[config.mk]
export PLATFORM = sky130hd
export DESIGN_NAME = thumb_alu_flag_ops_top
export DESIGN_NICKNAME = d
export VERILOG_FILES = /design/src/rtl/core/tafo_pkg.sv /design/src/rtl/core/tafo_ram.sv /design/src/rtl/core/tafo_ctrl.sv /design/src/rtl/core/tafo_dp.sv /design/src/rtl/core/thumb_alu_flag_ops_top.sv
export SDC_FILE = /design/constraint.sdc
export NUM_CORES = 1
export LEC_CHECK = 0
export BUFFER_PORTS_ARGS = -buffer_cell sky130_fd_sc_hd__buf_2
export CAP_MARGIN = 20
export CORE_MARGIN = 10
export CORE_UTILIZATION = 45
export CTS_CLUSTER_SIZE = 40
export DETAILED_ROUTE_END_ITERATION = 10
export GPL_TIMING_DRIVEN = 0
export PLACE_DENSITY = 0.65
export REMOVE_ABC_BUFFERS = 1
export SYNTH_ARGS = -nofsm -noshare
export SYNTH_HDL_FRONTEND = slang
export SYNTH_SLANG_ARGS = --single-unit
[constraint.sdc]
create_clock -name clk -period 6 [get_ports clk]
set_clock_uncertainty 0.1 [all_clocks]
set_input_delay 1.2 -clock clk [delete_from_list [all_inputs] [get_ports clk]]
set_output_delay 1.2 -clock clk [all_outputs]
set_load 0.005 [all_outputs]
[src/rtl/core/tafo_pkg.sv]
// Shared types and constants for the Thumb flag-setting ALU block.
package tafo_pkg;

	// Instruction kinds; code 7 is a no-op
	typedef enum logic [2:0] {
		KIND_ANDS = 3'd0,
		KIND_ADCS = 3'd1,
		KIND_ADDS = 3'd2,
		KIND_BICS = 3'd3,
		KIND_LSLS = 3'd4,
		KIND_ASRS = 3'd5,
		KIND_LOAD = 3'd6
	} kind_t;

	// NZCV bit positions
	localparam int FLAG_N_BIT = 3;
	localparam int FLAG_Z_BIT = 2;
	localparam int FLAG_C_BIT = 1;
	localparam int FLAG_V_BIT = 0;

	localparam int DATA_W  = 32;
	localparam int INDEX_W = 4;

	// Controller states
	typedef enum logic {
		ST_IDLE = 1'b0,
		ST_EXEC = 1'b1
	} state_t;

	// Commands from controller to datapath
	typedef struct packed {
		logic capture;
		logic execute;
	} cmd_t;

endpackage

[src/rtl/core/tafo_ram.sv]
// Generic RAM: one write port, two registered read ports.
module tafo_ram #(
	parameter int WIDTH = 32,
	parameter int DEPTH = 16
) (
	input  logic                     clk,
	input  logic                     we,
	input  logic [$clog2(DEPTH)-1:0] waddr,
	input  logic [WIDTH-1:0]         wdata,
	input  logic                     re,
	input  logic [$clog2(DEPTH)-1:0] raddr_a,
	input  logic [$clog2(DEPTH)-1:0] raddr_b,
	output logic [WIDTH-1:0]         rdata_a,
	output logic [WIDTH-1:0]         rdata_b
);

	logic [WIDTH-1:0] mem_q [DEPTH];

	// write port
	always_ff @(posedge clk) begin
		if (we) begin
			mem_q[waddr] <= wdata;
		end
	end

	// registered read ports
	always_ff @(posedge clk) begin
		if (re) begin
			rdata_a <= mem_q[raddr_a];
			rdata_b <= mem_q[raddr_b];
		end
	end

endmodule

[src/rtl/core/tafo_ctrl.sv]
// Controller state machine: accepts a beat, sequences read and execute.
module tafo_ctrl import tafo_pkg::*; (
	input  logic clk,
	input  logic arst_n,
	input  logic start,
	output logic busy,
	output logic done,
	output cmd_t cmd
);

	state_t state_q, state_d;
	logic   done_q;

	// state register and result strobe
	always_ff @(posedge clk or negedge arst_n) begin
		if (!arst_n) begin
			state_q <= ST_IDLE;
			done_q  <= 1'b0;
		end else begin
			state_q <= state_d;
			done_q  <= (state_q == ST_EXEC);
		end
	end

	// next state
	always_comb begin
		state_d = state_q;
		unique case (state_q)
			ST_IDLE: begin
				if (start) state_d = ST_EXEC;
			end
			ST_EXEC: begin
				state_d = ST_IDLE;
			end
			default: state_d = ST_IDLE;
		endcase
	end

	// outputs
	always_comb begin
		busy        = 1'b0;
		cmd.capture = 1'b0;
		cmd.execute = 1'b0;
		unique case (state_q)
			ST_IDLE: begin
				cmd.capture = start;
			end
			ST_EXEC: begin
				busy        = 1'b1;
				cmd.execute = 1'b1;
			end
			default: busy = 1'b0;
		endcase
	end

	assign done = done_q;

endmodule

[src/rtl/core/tafo_dp.sv]
// Datapath: register file with valid bits, NZCV flags, ALU and shifter.
module tafo_dp import tafo_pkg::*; #(
	parameter int NUM_REGS = 16
) (
	input  logic               clk,
	input  logic               arst_n,
	input  cmd_t               cmd,
	input  logic [2:0]         kind,
	input  logic [INDEX_W-1:0] dest_index,
	input  logic [INDEX_W-1:0] src_index,
	input  logic [DATA_W-1:0]  load_value,
	output logic [DATA_W-1:0]  result_value,
	output logic [3:0]         flags_out
);

	localparam int AW = $clog2(NUM_REGS);
	localparam logic [INDEX_W:0] NREGS = (INDEX_W+1)'(NUM_REGS);

	// captured beat
	logic [2:0]         kind_q;
	logic [INDEX_W-1:0] dst_q;
	logic [DATA_W-1:0]  load_q;
	logic               a_vld_q;
	logic               b_vld_q;

	logic [NUM_REGS-1:0] valid_q;
	logic [3:0]          flags_q;
	logic [DATA_W-1:0]   res_q;

	logic dst_ok, src_ok;
	logic [DATA_W-1:0] ram_a, ram_b, a, b;

	logic              wr_en;
	logic [DATA_W-1:0] r;
	logic [3:0]        f;

	assign dst_ok = {1'b0, dest_index} < NREGS;
	assign src_ok = {1'b0, src_index} < NREGS;

	// capture of the request beat
	always_ff @(posedge clk) begin
		if (cmd.capture) begin
			kind_q   <= kind;
			dst_q    <= dest_index;
			load_q   <= load_value;
			a_vld_q  <= dst_ok && valid_q[dest_index[AW-1:0]];
			b_vld_q  <= src_ok && valid_q[src_index[AW-1:0]];
		end
	end

	// in-range check for the write, kept apart from the read valid
	logic dst_in_q;
	always_ff @(posedge clk) begin
		if (cmd.capture) begin
			dst_in_q <= dst_ok;
		end
	end

	tafo_ram #(
		.WIDTH(DATA_W),
		.DEPTH(NUM_REGS)
	) u_regs (
		.clk     (clk),
		.we      (wr_en),
		.waddr   (dst_q[AW-1:0]),
		.wdata   (r),
		.re      (cmd.capture),
		.raddr_a (dest_index[AW-1:0]),
		.raddr_b (src_index[AW-1:0]),
		.rdata_a (ram_a),
		.rdata_b (ram_b)
	);

	// never-written or out-of-range registers read as zero
	assign a = a_vld_q ? ram_a : '0;
	assign b = b_vld_q ? ram_b : '0;

	// ALU and shifter
	logic [DATA_W:0]   sum;
	logic              cin;
	logic [7:0]        n;
	logic [5:0]        sh;
	logic [DATA_W:0]   lsl_ext;
	logic [DATA_W:0]   asr_ext;
	logic              set_nz;

	always_comb begin
		n       = b[7:0];
		cin     = (kind_q == KIND_ADCS) && flags_q[FLAG_C_BIT];
		sum     = {1'b0, a} + {1'b0, b} + {{DATA_W{1'b0}}, cin};
		sh      = (n > 8'd32) ? 6'd32 : n[5:0];
		lsl_ext = {1'b0, a} << sh;
		asr_ext = $unsigned($signed({a, 1'b0}) >>> sh);
		r       = a;
		f       = flags_q;
		wr_en   = 1'b0;
		set_nz  = 1'b0;
		case (kind_q) inside
			KIND_ANDS, KIND_BICS: begin
				r      = (kind_q == KIND_ANDS) ? (a & b) : (a & ~b);
				set_nz = 1'b1;
				wr_en  = 1'b1;
			end
			KIND_ADCS, KIND_ADDS: begin
				r              = sum[DATA_W-1:0];
				f[FLAG_C_BIT]  = sum[DATA_W];
				f[FLAG_V_BIT]  = ~(a[DATA_W-1] ^ b[DATA_W-1]) & (a[DATA_W-1] ^ r[DATA_W-1]);
				set_nz         = 1'b1;
				wr_en          = 1'b1;
			end
			KIND_LSLS: begin
				// count above 32 clears both result and carry
				if (n > 8'd32) begin
					r             = '0;
					f[FLAG_C_BIT] = 1'b0;
				end else if (n != 8'd0) begin
					r             = lsl_ext[DATA_W-1:0];
					f[FLAG_C_BIT] = lsl_ext[DATA_W];
				end
				set_nz = 1'b1;
				wr_en  = 1'b1;
			end
			KIND_ASRS: begin
				// count is clamped to 32, which yields sign fill and sign carry
				if (n != 8'd0) begin
					r             = asr_ext[DATA_W:1];
					f[FLAG_C_BIT] = asr_ext[0];
				end
				set_nz = 1'b1;
				wr_en  = 1'b1;
			end
			KIND_LOAD: begin
				r     = load_q;
				wr_en = 1'b1;
			end
			default: begin
				r     = a;
				wr_en = 1'b0;
			end
		endcase
		if (set_nz) begin
			f[FLAG_N_BIT] = r[DATA_W-1];
			f[FLAG_Z_BIT] = (r == '0);
		end
		wr_en = wr_en && dst_in_q && cmd.execute;
	end

	// valid bits and flags
	always_ff @(posedge clk or negedge arst_n) begin
		if (!arst_n) begin
			valid_q <= '0;
			flags_q <= '0;
		end else begin
			if (wr_en) begin
				valid_q[dst_q[AW-1:0]] <= 1'b1;
			end
			if (cmd.execute) begin
				flags_q <= f;
			end
		end
	end

	// result register
	always_ff @(posedge clk) begin
		if (cmd.execute) begin
			res_q <= r;
		end
	end

	assign result_value = res_q;
	assign flags_out    = flags_q;

endmodule

[src/rtl/core/thumb_alu_flag_ops_top.sv]
// Sequence: capture of an accepted beat registers the register file read; the execute
// state then computes, writes back and registers the result and flags, strobed by done.
// A new beat is taken only in idle, so not while the block is busy executing the last one.
// The result strobe is single-cycle; the receiver cannot stall it.
// Reset: flags clear and every register reads as zero through per-register valid bits;
// no clearing pass is needed, so start is taken right after reset.
module thumb_alu_flag_ops_top import tafo_pkg::*; #(
	parameter int NUM_REGS = 16
) (
	input  logic               clk,
	input  logic               arst_n,
	input  logic               start,
	output logic               busy,
	input  logic [2:0]         kind,
	input  logic [INDEX_W-1:0] dest_index,
	input  logic [INDEX_W-1:0] src_index,
	input  logic [DATA_W-1:0]  load_value,
	output logic               done,
	output logic [DATA_W-1:0]  result_value,
	output logic [3:0]         flags_out
);

	cmd_t cmd;

	tafo_ctrl u_ctrl (
		.clk    (clk),
		.arst_n (arst_n),
		.start  (start),
		.busy   (busy),
		.done   (done),
		.cmd    (cmd)
	);

	tafo_dp #(
		.NUM_REGS(NUM_REGS)
	) u_dp (
		.clk          (clk),
		.arst_n       (arst_n),
		.cmd          (cmd),
		.kind         (kind),
		.dest_index   (dest_index),
		.src_index    (src_index),
		.load_value   (load_value),
		.result_value (result_value),
		.flags_out    (flags_out)
	);

	// an accepted beat always moves the block into its busy phase
	a_accept_busy: assert property (@(posedge clk) disable iff (!arst_n)
		(start && !busy) |=> busy)
		else $error("accepted beat did not raise busy");

	// end of the execute phase always presents a result
	a_fell_done: assert property (@(posedge clk) disable iff (!arst_n)
		$fell(busy) |-> done)
		else $error("busy dropped without a result strobe");

	// a result only follows a busy cycle
	a_done_after_busy: assert property (@(posedge clk) disable iff (!arst_n)
		done |-> $past(busy))
		else $error("result strobe without prior execute");

	// commands to the datapath never overlap
	a_cmd_excl: assert property (@(posedge clk) disable iff (!arst_n)
		!(cmd.capture && cmd.execute))
		else $error("capture and execute issued together");

endmodule
==> impl_metrics.env, run 1 <==
export IMPL_outcome="completed"
export IMPL_dp_slack_ps=-1040
export IMPL_slowest_delay_ps=630
export IMPL_rsz0062_at_grt="false"
export IMPL_period_needed_ps=5970
export IMPL_drtIter0Drc=3607
export IMPL_grt_pass1_vias=26700
export IMPL_h_tree_depth=3
export IMPL_initial_core_util_pct=45.5
export IMPL_cp_startpoint="u_dp.b_vld_q"
export IMPL_yosys_cell_count_top_type="edfxtp_1"
export IMPL_via_count=26800
export IMPL_finalWorstSetupSlack_ps=27.4
export IMPL_crit_required_ps=6430
export IMPL_antenna_found_initial=2
export IMPL_drc=0
export IMPL_crit_path_max_fanout=29
export IMPL_ys_flop_type="edfxtp_1"
export IMPL_fmax_mhz=167
export IMPL_irDropWorstVdd_v=0.000282
export IMPL_setup_violations=0
export IMPL_grt_overflow=0
export IMPL_cts_sinks=671
export IMPL_syn_area_per_cell_um2=14.3
export IMPL_yosys_warnings=0
export IMPL_worstPathArrival_ps=6410
export IMPL_startpoint_type="register"
export IMPL_die_h_um=306
export IMPL_ys_types=94
export IMPL_total_power_mw=12.2
export IMPL_ys_seq_area_share_pct=54.6
export IMPL_drive_gt1_share_pct=27.2
export IMPL_ys_ff_latch=671
export IMPL_track_usage_pct=30.1
export IMPL_grt_max_degree=85
export IMPL_worst_pin_slew_ps=1160
export IMPL_grt_pass1_wl_um=202000
export IMPL_path_class="reg2reg"
export IMPL_die_area_um2=93300
export IMPL_row_count=104
export IMPL_min_delay_start="u_dp.valid_q[7]"
export IMPL_slew_viol_final=0
export IMPL_syn2layout_area_growth_pct=14.4
export IMPL_final_core_util_pct=52.0
export IMPL_hp_class="reg2reg"
export IMPL_ant_nets=0
export IMPL_dr_pass1_iters=6
export IMPL_hold_slack_ps=382
export IMPL_fin_crit_sh_pct=99.5
export IMPL_fin_nets=2710
export IMPL_drt_total_wl_um=143000
export IMPL_dp_cells=3599
export IMPL_reg2reg_from="u_dp.b_vld_q"
export IMPL_cts_tree="built"
export IMPL_cpMostUsedCell="fa_1"
export IMPL_relSlewSlack_pct=21.6
export IMPL_portBuffers=83
export IMPL_clockBufferDepth=3
export IMPL_post_drt_wl_per_cell_um=38.3
export IMPL_synth_edf_count=649
export IMPL_root_buffer="clkbuf_16"
export IMPL_synthTopCellsByArea="edfxtp_1 53%, mux4_2 21%, a21oi_1 1.9%"
export IMPL_synth_commonest_cells="649 x edfxtp_1, 334 x mux4_2, 165 x nand2_1"
export IMPL_synth_top_area_share_pct=53.1
export IMPL_dp_hpwl_um=102000
export IMPL_num_io_pins=84
export IMPL_coreArea_um2=80700
export IMPL_numCtsBuffers=71
export IMPL_syn_instance_count=2563
export IMPL_p_leak_nw=13.7
export IMPL_end_kind="register"
export IMPL_instances_no_fill=3746
export IMPL_finalHoldViolations=0
export IMPL_die_x_um=306
export IMPL_yosysTopAreaCell="edfxtp_1"
export IMPL_drv_cap=0
export IMPL_vias_per_cell=7.16
export IMPL_synthArstFlopShare_pct=3.28
export IMPL_clock_latency_ps=620
export IMPL_clk_pin_slew_ps=60
export IMPL_syn_area_um2=36700
export IMPL_cp_slowest_cell="or4_1"
export IMPL_p_per_area_nw_per_um2=290
export IMPL_holdBufCountCts=0
export IMPL_gp_congestion=1.01
export IMPL_cp_cell_sequence="buf_4 > buf_16 > and2_2 > inv_8 > fa_1 > inv_1 > fa_1 > a21o_1 > a221o_1 > a2111oi_4 > nand2b_1 > mux2i_2 > nand3_1 > o31a_2 > or4_1 > and4bb_1 > nand4_1 > o21ai_1"
-- power breakdown --
part           leakage (nW)  switching, mW  internal, mW  total (mW)
Clock                  1.11           1.83          2.53        4.35
Sequential             6.22          0.119          5.42        5.54
Combinational          6.41           1.49         0.776        2.26
-- worst max-delay path, delay by kind of cell, from the launching register on --
| kind | cells | cell delay [ps] |
|---|---|---|
| AO/OA/AOI/OAI | 5 | 1630 |
| AND/OR/NAND/NOR | 6 | 1860 |
| multiplexers | 1 | 400 |
| flip-flops | 1 | 360 |
| adder cells (fa/ha/maj) | 2 | 770 |
| buffers and inverters | 4 | 730 |
-- sequential cells by signal, summed over array words and instances, names as in the netlist --
| register | count |
|---|---|
| u_ctrl.done | 1 |
| u_ctrl.state_q | 1 |
| u_dp.a_vld_q | 1 |
| u_dp.b_vld_q | 1 |
| u_dp.dst_q | 4 |
| u_dp.flags_out | 4 |
| u_dp.kind_q | 3 |
| u_dp.load_q | 32 |
| u_dp.result_value | 32 |
| u_dp.u_regs.mem_q | 512 |
| u_dp.u_regs.rdata_a | 32 |
| u_dp.u_regs.rdata_b | 32 |
| u_dp.valid_q | 16 |
-- cells by family (layout without fill, tap and decap cells) --
group | count (synthesis) | after routing | share of synthesized area [%]
xor+xnor | 40 | 40 | 0.955
mux | 356 | 356 | 21.1
other cells | 0 | 2 | 0
simple gates | 552 | 553 | 7.22
compound gates | 656 | 656 | 12.0
fa+ha+maj | 33 | 33 | 1.17
buf+inv | 255 | 375 | 2.91
flops | 671 | 671 | 54.6
-- cell usage in the layout (no fill, tap or decap), types with 23 or more instances in the layout --
master     netlist  routed
ha_1            31      31
a31oi_1         29      27
o21ai_0        127     125
buf_6            6      31
nand2_1        165     157
a211oi_1        52      52
and2_1          36      34
mux4_2         334     334
buf_4            7      27
nor3_1          44      40
inv_1           49      46
clkbuf_16        0      73
nand3_1         94      94
edfxtp_1       649     649
buf_12           0      26
o211ai_1        50      50
xnor2_1         23      23
a21oi_1        139     134
nor2_1         114      95
buf_2           30      78
o21ai_1         25      27
-- metal layers --
metal  vias to the layer above  track usage [%]  part of all wire [%]
li1                      10800                -                     -
met1                     14000             41.5                    40
met2                      1735             46.7                    46
met3                       311             5.95                   9.6
met4                         4             11.5                   4.5
met5                         -                0                 0.020
-- final cells by class --
cell class,instances,area [µm²]
Clock inverter,35,370
Timing Repair inverter,2,10.0
Tap cell,1060,1330
Inverter,53,218
Timing Repair Buffer,194,2210
Clock buffer,91,1910
Antenna cell,2,5.00
Fill cell,6684,38700
Multi-Input combinational cell,1638,15900
Sequential cell,671,20000
-- timing repair --
action | CTS | global route
gates resized for setup | 12 | 8
endpoints found under the setup margin | 146 | 1
gates cloned | 2 | 1
hold endpoints to repair | 0 | 0
pin swaps | 1 | 1
buffers inserted | 9 | 6
-- stage by stage --
step | setup TNS [ps] | cell area (µm²)
floorplan | -50100 | 35800
global placement | -3540620 | 37600
detailed placement | -21950 | 39500
CTS | 0 | 41900
global route | 0 | 42000
finish | 0 | 42000
-- worst paths after layout --
check                           slack (ps)  depth (start not counted)                end
worst min register to register         380                          1    u_dp.valid_q[7]
max in group asynchronous             4850                          1     u_ctrl.state_q
worst max register to register          30                         18  u_dp.flags_out[2]
worst max-delay path                    30                         18  u_dp.flags_out[2]
worst min-delay path                   380                          1    u_dp.valid_q[7]
min in group asynchronous              490                          1  u_dp.flags_out[1]
(Power assumes the default switching activity.)
==> run 2: changes to the inputs <==
- CORE_UTILIZATION: 45 -> 40
- CTS_CLUSTER_SIZE: 40 -> default
- PLACE_DENSITY: 0.65 -> 0.59
==> run 2 against run 1 <==
Against the previous run: cell count is 3.7% higher; die area increased by 12%; critical path depth down 3; final area rose by 0.73%; largest cell class unchanged; highest routed layer unchanged.
==> impl_metrics.env, run 2 (synthesized netlist as in run 1, its figures left out) <==
export IMPL_holdBufCountCts=0
export IMPL_finalWorstSetupSlack_ps=73.9
export IMPL_grt_overflow=0
export IMPL_rsz0062_at_grt="false"
export IMPL_track_usage_pct=27.9
export IMPL_startpoint_type="register"
export IMPL_die_x_um=323
export IMPL_clockBufferDepth=3
export IMPL_final_cell_mix="649 x edfxtp_1, 334 x mux4_2, 159 x nand2_1"
export IMPL_num_io_pins=84
export IMPL_die_h_um=323
export IMPL_outcome="completed"
export IMPL_total_power_mw=12.3
export IMPL_finalHoldViolations=0
export IMPL_clk_pin_slew_ps=60
export IMPL_fin_crit_sh_pct=98.8
export IMPL_crit_required_ps=6440
export IMPL_cts_tree="built"
export IMPL_via_count=26800
export IMPL_drv_cap=0
export IMPL_antenna_found_initial=7
export IMPL_final_common_cell="edfxtp_1"
export IMPL_syn2layout_area_growth_pct=15.2
export IMPL_grt_pass1_vias=26900
export IMPL_final_setup_tns_ps=0
export IMPL_crit_path_max_fanout=18
export IMPL_grt_max_degree=92
export IMPL_slew_viol_final=0
export IMPL_worstPathArrival_ps=6370
export IMPL_die_area_um2=104000
export IMPL_p_leak_nw=13.8
export IMPL_fin_nets=2718
export IMPL_fmax_mhz=169
export IMPL_p_per_area_nw_per_um2=292
export IMPL_drc=0
export IMPL_dp_slack_ps=-1210
export IMPL_root_buffer="clkbuf_16"
export IMPL_path_class="reg2reg"
export IMPL_regMostFlops="u_dp.u_regs.mem_q"
export IMPL_drt_total_wl_um=147000
export IMPL_regArea_um2=20000
export IMPL_end_kind="register"
export IMPL_post_drt_wl_per_cell_um=37.8
export IMPL_gp_congestion=0.996
export IMPL_nFillCells=8046
export IMPL_period_needed_ps=5930
export IMPL_ant_nets=0
export IMPL_cts_sinks=671
export IMPL_dr_pass1_iters=6
export IMPL_coreArea_um2=91400
export IMPL_numCtsBuffers=73
export IMPL_vias_per_cell=6.91
export IMPL_drtIter0Drc=3852
export IMPL_setup_violations=0
export IMPL_irDropWorstVdd_v=0.000238
export IMPL_portBuffers=83
export IMPL_h_tree_depth=3
export IMPL_initial_core_util_pct=40.1
export IMPL_hp_class="reg2reg"
export IMPL_grt_pass1_wl_um=206000
export IMPL_multiInputGateArea_um2=15900
export IMPL_clock_latency_ps=640
export IMPL_dp_hpwl_um=105000
export IMPL_worst_pin_slew_ps=1190
export IMPL_row_count=111
export IMPL_largest_reg_flops=512
export IMPL_relSlewSlack_pct=20.7
export IMPL_drive_gt1_share_pct=27.7
-- run 2: cell types whose count changed in the layout (fill, tap and decap cells not counted), sizes merged --
| cell | previous run | this run |
|---|---|---|
| clkbuf | 92 | 99 |
| inv | 50 | 49 |
| nor2 | 117 | 116 |
| buf | 193 | 201 |
| diode | 2 | 1 |
| clkinvlp | 6 | 7 |
-- run 2: path summary, 6_finish.rpt --
kind                             startpoint                end  slack (ps)  depth (start not counted)
hold reg to reg            u_dp.valid_q[10]   u_dp.valid_q[10]         390                          1
max in group asynchronous            arst_n     u_ctrl.state_q        4850                          1
min in group asynchronous            arst_n   u_dp.valid_q[14]         470                          1
hold / removal             u_dp.valid_q[10]   u_dp.valid_q[10]         390                          1
setup / recovery               u_dp.a_vld_q  u_dp.flags_out[2]          70                         15
setup reg to reg               u_dp.a_vld_q  u_dp.flags_out[2]          70                         15
-- run 2: metrics by stage --
stage,instance area [µm²],util (%),hold slack [ps],cells
3_3_place_gp,37700,41.3,363,3630
4_1_cts,42100,46.1,387,3872
3_5_place_dp,39600,43.3,373,3723
2_1_floorplan,35800,-,352,2361
6_report,42300,46.3,387,3885
5_1_grt,42300,46.3,407,3884
-- run 2: cell type report --
class,instances,share of cell area (%)
Antenna cell,1,0.00592
Timing Repair Buffer,201,5.24
Multi-Input combinational cell,1637,37.6
Tap cell,1186,3.51
Clock buffer,99,4.72
Timing Repair inverter,2,0.0237
Clock inverter,35,0.992
Inverter,53,0.518
Sequential cell,671,47.4
-- run 2: metal layers --
metal	global-route usage [%]	up-vias	wire, µm
met1	38.4	14100	60200
met3	5.54	327	12600
met4	10.9	6	6210
li1	-	10800	-
met2	43.3	1625	67600
met5	0	-	33
-- run 2: what timing repair did --
action | CTS | global route
pin swaps | 1 | 1
gates cloned | 2 | 0
gates resized for setup | 12 | 6
endpoints found under the setup margin | 312 | 1
buffers inserted | 13 | 9
-- run 2: power by group --
part | internal, mW | leakage [nW] | switching, mW
sequential | 5.42 | 6.22 | 0.108
clock | 2.62 | 1.17 | 1.87
combinational | 0.782 | 6.44 | 1.51
total | 8.83 | 13.8 | 3.49
-- run 2: worst max-delay path, cell delays in order, from the launching register on --
cell and delay [ps]:
edfxtp_1 370, buf_4 190, buf_4 190, nand2_1 490, inv_1 480, ha_1 500, and3_1 220, a311oi_1 730
o21ai_0 330, xnor2_1 230, a21oi_1 110, o31a_1 420, or4_1 690, and4bb_1 340, nand4_1 190, o21ai_1 200
